File: config.mk
export PLATFORM = sky130hd
export DESIGN_NAME = dnc_ctrl
export DESIGN_NICKNAME = d
export VERILOG_FILES = /design/src/rtl/dnc_pkg.sv /design/src/rtl/dnc_ctrl.sv
export SDC_FILE = /design/constraint.sdc
export NUM_CORES = 1
export LEC_CHECK = 0
export BUFFER_PORTS_ARGS = -buffer_cell sky130_fd_sc_hd__buf_2
export CAP_MARGIN = 20
export CORE_AREA = 2 2 39 41
export DETAILED_ROUTE_END_ITERATION = 16
export DIE_AREA = 0 0 41 43
export GPL_ROUTABILITY_DRIVEN = 0
export MAX_ROUTING_LAYER = met4
export PLACE_DENSITY = 0.47
export SLEW_MARGIN = 20
export SYNTH_ARGS = -nofsm -noshare
export SYNTH_HDL_FRONTEND = slang
export SYNTH_SLANG_ARGS = --single-unit
export TNS_END_PERCENT = 50
File: constraint.sdc
create_clock -name aclk -period 3.23 [get_ports aclk]
set_clock_uncertainty 0.15 [all_clocks]
set_input_delay 0.646 -clock aclk [delete_from_list [all_inputs] [get_ports aclk]]
set_output_delay 0.646 -clock aclk [all_outputs]
set_load 0.01 [all_outputs]
File: src/rtl/dnc_pkg.sv
// ============================================================================
// dnc_pkg
// Shared types, constants and channel tables for the dead/noisy channel
// monitor.
// ============================================================================
`default_nettype none

package dnc_pkg;

    // Geometry of the detector.
    localparam int N_ARMS     = 2;
    localparam int N_PLANES   = 5;
    localparam int N_CHAMBERS = 6;
    localparam int N_TYPES    = 3;
    localparam int N_ROWS     = N_ARMS * N_PLANES * N_CHAMBERS * N_TYPES;

    // Plane sums and divider widths.
    localparam int SUM_W  = 48;
    localparam int DIVS_W = 16;
    localparam int PIDX_W = 4;
    localparam int ROW_W  = 8;

    localparam logic [SUM_W-1:0] SUM_MAX = {SUM_W{1'b1}};

    // Verdict codes.
    localparam logic [2:0] VERDICT_GOOD    = 3'd0;
    localparam logic [2:0] VERDICT_NO_STAT = 3'd1;
    localparam logic [2:0] VERDICT_NOISY   = 3'd2;
    localparam logic [2:0] VERDICT_DEAD    = 3'd3;
    localparam logic [2:0] VERDICT_NOT_CH  = 3'd4;

    // Channel type code of the anode wires.
    localparam logic [1:0] TYPE_WIRE = 2'd3;

    // Action codes.
    localparam logic ACTION_HIT      = 1'b0;
    localparam logic ACTION_CLASSIFY = 1'b1;

    // Divider operand selection.
    localparam logic DIV_SEL_AVG  = 1'b0;
    localparam logic DIV_SEL_DEAD = 1'b1;

    // Configuration register values.
    typedef struct packed {
        logic [15:0] dead_cut;
        logic [15:0] noise_cut;
        logic        only_strips;
    } cfg_t;

    // Commands from the controller to the datapath.
    typedef struct packed {
        logic in_ready;
        logic clr_we;
        logic cap;
        logic hit_wr;
        logic cnt_load;
        logic div_start;
        logic div_sel;
        logic avg_load;
        logic q2_load;
        logic prod_load;
        logic out_load;
    } cmd_t;

    // Status from the datapath to the controller.
    typedef struct packed {
        logic clr_last;
        logic is_classify;
        logic item_ok;
        logic div_done;
        logic out_free;
    } sts_t;

    // Channels per chamber and type; zero for an address that is not a channel.
    function automatic logic [7:0] table_size(input logic [2:0] plane,
                                              input logic [2:0] chamber,
                                              input logic [1:0] ctype);
        logic       col;
        logic [7:0] strip;
        logic [7:0] wire_n;
        col    = (chamber == 3'd2) || (chamber == 3'd5);
        strip  = 8'd0;
        wire_n = 8'd0;
        case (plane)
            3'd0: begin strip = col ? 8'd97  : 8'd118; wire_n = col ? 8'd127 : 8'd165; end
            3'd1: begin strip = col ? 8'd108 : 8'd129; wire_n = col ? 8'd150 : 8'd181; end
            3'd2: begin strip = col ? 8'd114 : 8'd138; wire_n = col ? 8'd158 : 8'd196; end
            3'd3: begin strip = col ? 8'd127 : 8'd151; wire_n = col ? 8'd180 : 8'd213; end
            3'd4: begin strip = col ? 8'd151 : 8'd164; wire_n = col ? 8'd204 : 8'd226; end
            default: begin strip = 8'd0; wire_n = 8'd0; end
        endcase
        if (chamber > 3'd5) begin
            table_size = 8'd0;
        end else if (ctype == 2'd1 || ctype == 2'd2) begin
            table_size = strip;
        end else if (ctype == TYPE_WIRE) begin
            table_size = wire_n;
        end else begin
            table_size = 8'd0;
        end
    endfunction

    // Total channel count of one plane over all chambers and types.
    function automatic logic [DIVS_W-1:0] plane_total(input logic [2:0] plane);
        case (plane)
            3'd0: plane_total = 16'd2246;
            3'd1: plane_total = 16'd2488;
            3'd2: plane_total = 16'd2660;
            3'd3: plane_total = 16'd2928;
            3'd4: plane_total = 16'd3228;
            default: plane_total = 16'd1;
        endcase
    endfunction

endpackage

`default_nettype wire

File: src/rtl/dnc_ctrl.sv
// ============================================================================
// dnc_ctrl
// Controller that sequences clearing, hit updates and classification.
// ============================================================================
`default_nettype none

module dnc_ctrl (
    input  wire logic          aclk,
    input  wire logic          aresetn,
    input  wire logic          s_valid,
    input  wire dnc_pkg::sts_t sts,
    output dnc_pkg::cmd_t      cmd
);

    typedef enum logic [2:0] {
        ST_CLEAR,
        ST_IDLE,
        ST_READ,
        ST_DATA,
        ST_DIV1,
        ST_DIV2,
        ST_MUL,
        ST_OUT
    } state_t;

    state_t state_reg;
    state_t state_next;

    // Next state and command decode.
    always_comb begin
        state_next = state_reg;
        cmd        = '0;
        unique case (state_reg)
            ST_CLEAR: begin
                cmd.clr_we = 1'b1;
                if (sts.clr_last) begin
                    state_next = ST_IDLE;
                end
            end
            ST_IDLE: begin
                cmd.in_ready = 1'b1;
                if (s_valid) begin
                    cmd.cap    = 1'b1;
                    state_next = ST_READ;
                end
            end
            ST_READ: begin
                state_next = ST_DATA;
            end
            ST_DATA: begin
                if (!sts.is_classify) begin
                    cmd.hit_wr = 1'b1;
                    state_next = ST_IDLE;
                end else if (!sts.item_ok) begin
                    state_next = ST_OUT;
                end else begin
                    cmd.cnt_load  = 1'b1;
                    cmd.div_start = 1'b1;
                    cmd.div_sel   = dnc_pkg::DIV_SEL_AVG;
                    state_next    = ST_DIV1;
                end
            end
            ST_DIV1: begin
                cmd.div_sel = dnc_pkg::DIV_SEL_DEAD;
                if (sts.div_done) begin
                    cmd.avg_load  = 1'b1;
                    cmd.div_start = 1'b1;
                    state_next    = ST_DIV2;
                end
            end
            ST_DIV2: begin
                cmd.div_sel = dnc_pkg::DIV_SEL_DEAD;
                if (sts.div_done) begin
                    cmd.q2_load = 1'b1;
                    state_next  = ST_MUL;
                end
            end
            ST_MUL: begin
                cmd.prod_load = 1'b1;
                state_next    = ST_OUT;
            end
            ST_OUT: begin
                if (sts.out_free) begin
                    cmd.out_load = 1'b1;
                    state_next   = ST_IDLE;
                end
            end
            default: begin
                state_next = ST_IDLE;
            end
        endcase
    end

    // State register.
    always_ff @(posedge aclk) begin
        if (!aresetn) begin
            state_reg <= ST_CLEAR;
        end else begin
            state_reg <= state_next;
        end
    end

endmodule

`default_nettype wire

* Word-level counts from Yosys, hierarchy flattened
Index checks and enable logic that the tools add are counted.
W data, S select, Z words.
** Word-level totals
- Register bits :: 3
- Input bits :: 8
- Output and inout bits :: 11
- Logic and storage cells :: 40
** Cells by class
- Eq/ne operators :: 12
- Multiplexer cells :: 24
- Reduce and logical (&&, ||, !) cells :: 3
** Operators with widths (number)
- $mux W3 :: 8
- $pmux W3 S8 :: 1
- $eq A3 B3 Y1 const B :: 4
- $mux W1 :: 11
- $ne A2 B2 Y1 const B :: 5
- $eq A3 B2 Y1 const B :: 2
- $reduce_and A5 Y1 :: 1
- $mux W2 :: 2
- $pmux W1 S2 :: 2
- $eq A3 B1 Y1 const B :: 1
- $logic_not A3 Y1 :: 1
- $reduce_or A2 Y1 :: 1

* Longest topological paths before layout
- Depth after elaboration :: 3
- Gate-level depth with buffers :: 4
- Gate-level depth less buffers :: 3

* Worst setup path after synthesis
No wires, ideal clock.
- Path kind :: register to output
- From :: reg state_reg[2]
- To :: out cmd[8] (netlist name)
- Arrival :: 1064 ps
- Required time :: 2434 ps
- Path slack :: 1370 ps
- Stages on the path, launching flop included :: 5
- Path buffers :: 1
- Cells stage by stage :: dfxtp_1 > buf_6 > or2_4 > nor2_1 > and2_1
** RTL lines
- start: declaration :: RTL line dnc_ctrl.sv:26 : state_t state_reg;
- start signal: assignment :: RTL line dnc_ctrl.sv:99 : state_reg <= state_next;
- end: declaration :: RTL line dnc_ctrl.sv:12 : output dnc_pkg::cmd_t cmd

==> flow_summary.json <==
{
  "status": "completed",
  "required_ns": 2.43,
  "syn_area_um2": 282,
  "cp-start-kind": "flip-flop",
  "switching_share": 0.369,
  "synth_top_area_cell": "dfxtp_1",
  "critical_path.slowest_cell": "dfxtp_1",
  "reg2reg_to": "state_reg[1]",
  "synth_adder_area_share": 0,
  "grt_pass1_vias": 268,
  "grt_overflow_total": 0,
  "num_vias": 344,
  "yosys_warnings": 0,
  "hp-start": "state_reg[0]",
  "hold_viol_final": 0,
  "final_util": 0.290,
  "synthTopCellsByArea": "dfxtp_1 (21%), nor2_1 (8.0%), nand4b_1 (6.2%)",
  "ir_drop_mv": 0.201,
  "syn_nets": 46,
  "min_period_ns": 2.11,
  "first_pass_iters": 4,
  "cts.sinks": 3,
  "wl_per_cell_um": 10.0,
  "crit_fanout": 11,
  "grt_usage": 0.0975,
  "max_stage_delay_ns": 0.54,
  "min_path_cells": 2,
  "endpoint_kind": "output pin",
  "path_class": "reg -> out",
  "setup_viol": 0,
  "rsz0062_at_grt": "false",
  "root_buffer": "clkbuf_4",
  "grt_max_degree": 12,
  "largest_register_ffs": 3,
  "core_mm2": 0.00138,
  "synth_simple_gate_area_frac": 0.427,
  "path_buf_inv": 2,
  "maxCapViolCount": 0,
  "netlist_instances": 38,
  "insertion_delay_ns": 0.23,
  "path_delay_family": "flip-flops",
  "fmax_mhz": 474,
  "ys_types": 23,
  "synth_compound_gate_area_share": 0.200,
  "ys_seq_area_frac": 0.213,
  "max_slew_margin": 0.746,
  "clk_transition_reported_paths_ns": 0.04,
  "worstHoldEndpoint": "state_reg[0]",
  "fin_nets": 67,
  "leakage_uw": 0.000198,
  "r2r_slack_ns": 1.72,
  "combPwrFrac": 0.363,
  "synth_xor_area_frac": 0,
  "io_buffers": 18,
  "ys_ff_latch": 3,
  "tightest_slew_ns": 0.380,
  "clkPwrFrac": 0.328,
  "p_per_area_mw_per_mm2": 508,
  "synth.area.mux_share": 0.0756,
  "vias_per_cell": 4.65,
  "pin_count": 19,
  "grt_pass1_wl_um": 1070,
  "clk_path_buf_depth": 2,
  "die_y_um": 43,
  "htreeDepth": 1,
  "holdCritPathClass": "reg -> reg",
  "fin_hold_ws_ns": 0.481,
  "drt-initial-drc-count": 3,
  "slew_viol_final": 0,
  "die-area_mm2": 0.00176,
  "wirelength_um": 742,
  "numCtsBuffers": 3,
  "r2r_cells": 3,
  "syn_to_final_growth_pct": 42.7,
  "fin_crit_sh": 0.653,
  "synth_top_family_by_area": "simple AND/OR/NAND/NOR gates",
  "crit_chain": "inv_1, nor2_1, and2_1, buf_2",
  "p_seq_frac": 0.308,
  "grt_antenna_before_repair": 0,
  "start_util": 0.203,
  "cts_setup_buffers": 0,
  "tns_ns": 0,
  "drc": 0,
  "ant_nets": 0,
  "cts_tree": "yes",
  "p_switching_uw": 75.3,
  "die_w_um": 41,
  "ctsResizeCount": 0,
  "reg2reg_from": "state_reg[0]",
  "holdBufCountCts": 0,
  "p_int_uw": 129,
  "row_count": 14,
  "drive_gt1_frac": 0.448,
  "antennaDiodeCount": 0,
  "avgSynthCellArea_um2": 7.41,
  "synth_top_area_frac": 0.213,
  "dpl.hpwl_um": 577,
  "worstPathArrival_ns": 1.31,
  "totalPowerFinal_uw": 204
}
-- worst max-delay path by stage --
stage                             from  endpoint  slack, ns  cells after the start
after global placement          sts[3]    cmd[5]       1.26                      4
final                     state_reg[0]    cmd[8]       1.12                      4
after detailed placement        sts[3]    cmd[5]       1.25                      4
after floorplan           state_reg[2]    cmd[8]       1.37                      4
after CTS                 state_reg[0]    cmd[8]       1.09                      4
after global routing      state_reg[0]    cmd[8]       0.99                      4
-- cell usage after synthesis --
| cell | instances |
|---|---|
| a31oi_1 | 1 |
| and2_1 | 1 |
| and2b_2 | 1 |
| and3_2 | 1 |
| buf_2 | 1 |
| buf_6 | 1 |
| dfxtp_1 | 3 |
| inv_1 | 2 |
| mux2_2 | 1 |
| mux2i_1 | 1 |
| nand2_1 | 4 |
| nand3b_1 | 1 |
| nand4b_1 | 2 |
| nor2_1 | 6 |
| nor3_1 | 2 |
| nor3b_1 | 1 |
| o211ai_1 | 1 |
| o211ai_2 | 1 |
| o21a_1 | 1 |
| o21ai_0 | 2 |
| o22ai_1 | 2 |
| or2_4 | 1 |
| or3b_1 | 1 |
-- worst min-delay path, cell delays in order, from the launching register on --
cell	delay, ns
dfxtp_1	0.41
nand2_1	0.10
mux2i_1	0.06
-- placed cells by master, fill, tap and decap left out, types with 2 or more instances in the layout --
cell	n
buf_2	18
clkbuf_4	3
dfxtp_1	3
inv_1	2
nand2_1	4
nand4b_1	2
nor2_1	6
nor3_1	2
o21ai_0	2
o22ai_1	2
-- metrics by stage --
step                      area [um^2]  instances  worst slack [ns]
after floorplan                   282         38              1.37
after global placement            375         70              1.26
after detailed placement          375         70              1.25
after CTS                         402         74              1.09
after global routing              402         74             0.994
final                             402         74              1.12
-- metal layers --
layer / GRT usage / wire length (um)
met1: 0.121 / 343
met2: 0.122 / 322
met3: 0.0785 / 77
met4: 0.0200 / 0
met5: - / 0
-- power by group through the flow --
stage          logic (uW)  registers (uW)  clock network, uW
2_1_floorplan        63.3            50.0                  0
3_3_place_gp         75.2            64.2                  0
3_5_place_dp         74.7            64.1                  0
4_1_cts              75.1            63.5               70.8
5_1_grt              82.7            66.1               76.5
6_report             74.1            62.9               67.0
-- cell families (layout without fill, tap and decap cells) --
family,after synthesis,after routing
multiplexers,2,2
flip-flops,3,3
AND/OR/NAND/NOR,21,21
buffers and inverters,4,24
AO/OA/AOI/OAI,8,8
-- cell type report --
| type | count | area (um^2) |
|---|---|---|
| Clock buffer | 4 | 26.3 |
| Timing Repair Buffer | 18 | 90.1 |
| Sequential cell | 3 | 60.1 |
| Inverter | 2 | 7.51 |
| Fill cell | 166 | 982 |
| Tap cell | 16 | 20.0 |
| Multi-Input combinational cell | 31 | 198 |
Power figures use the tool's default switching activity.
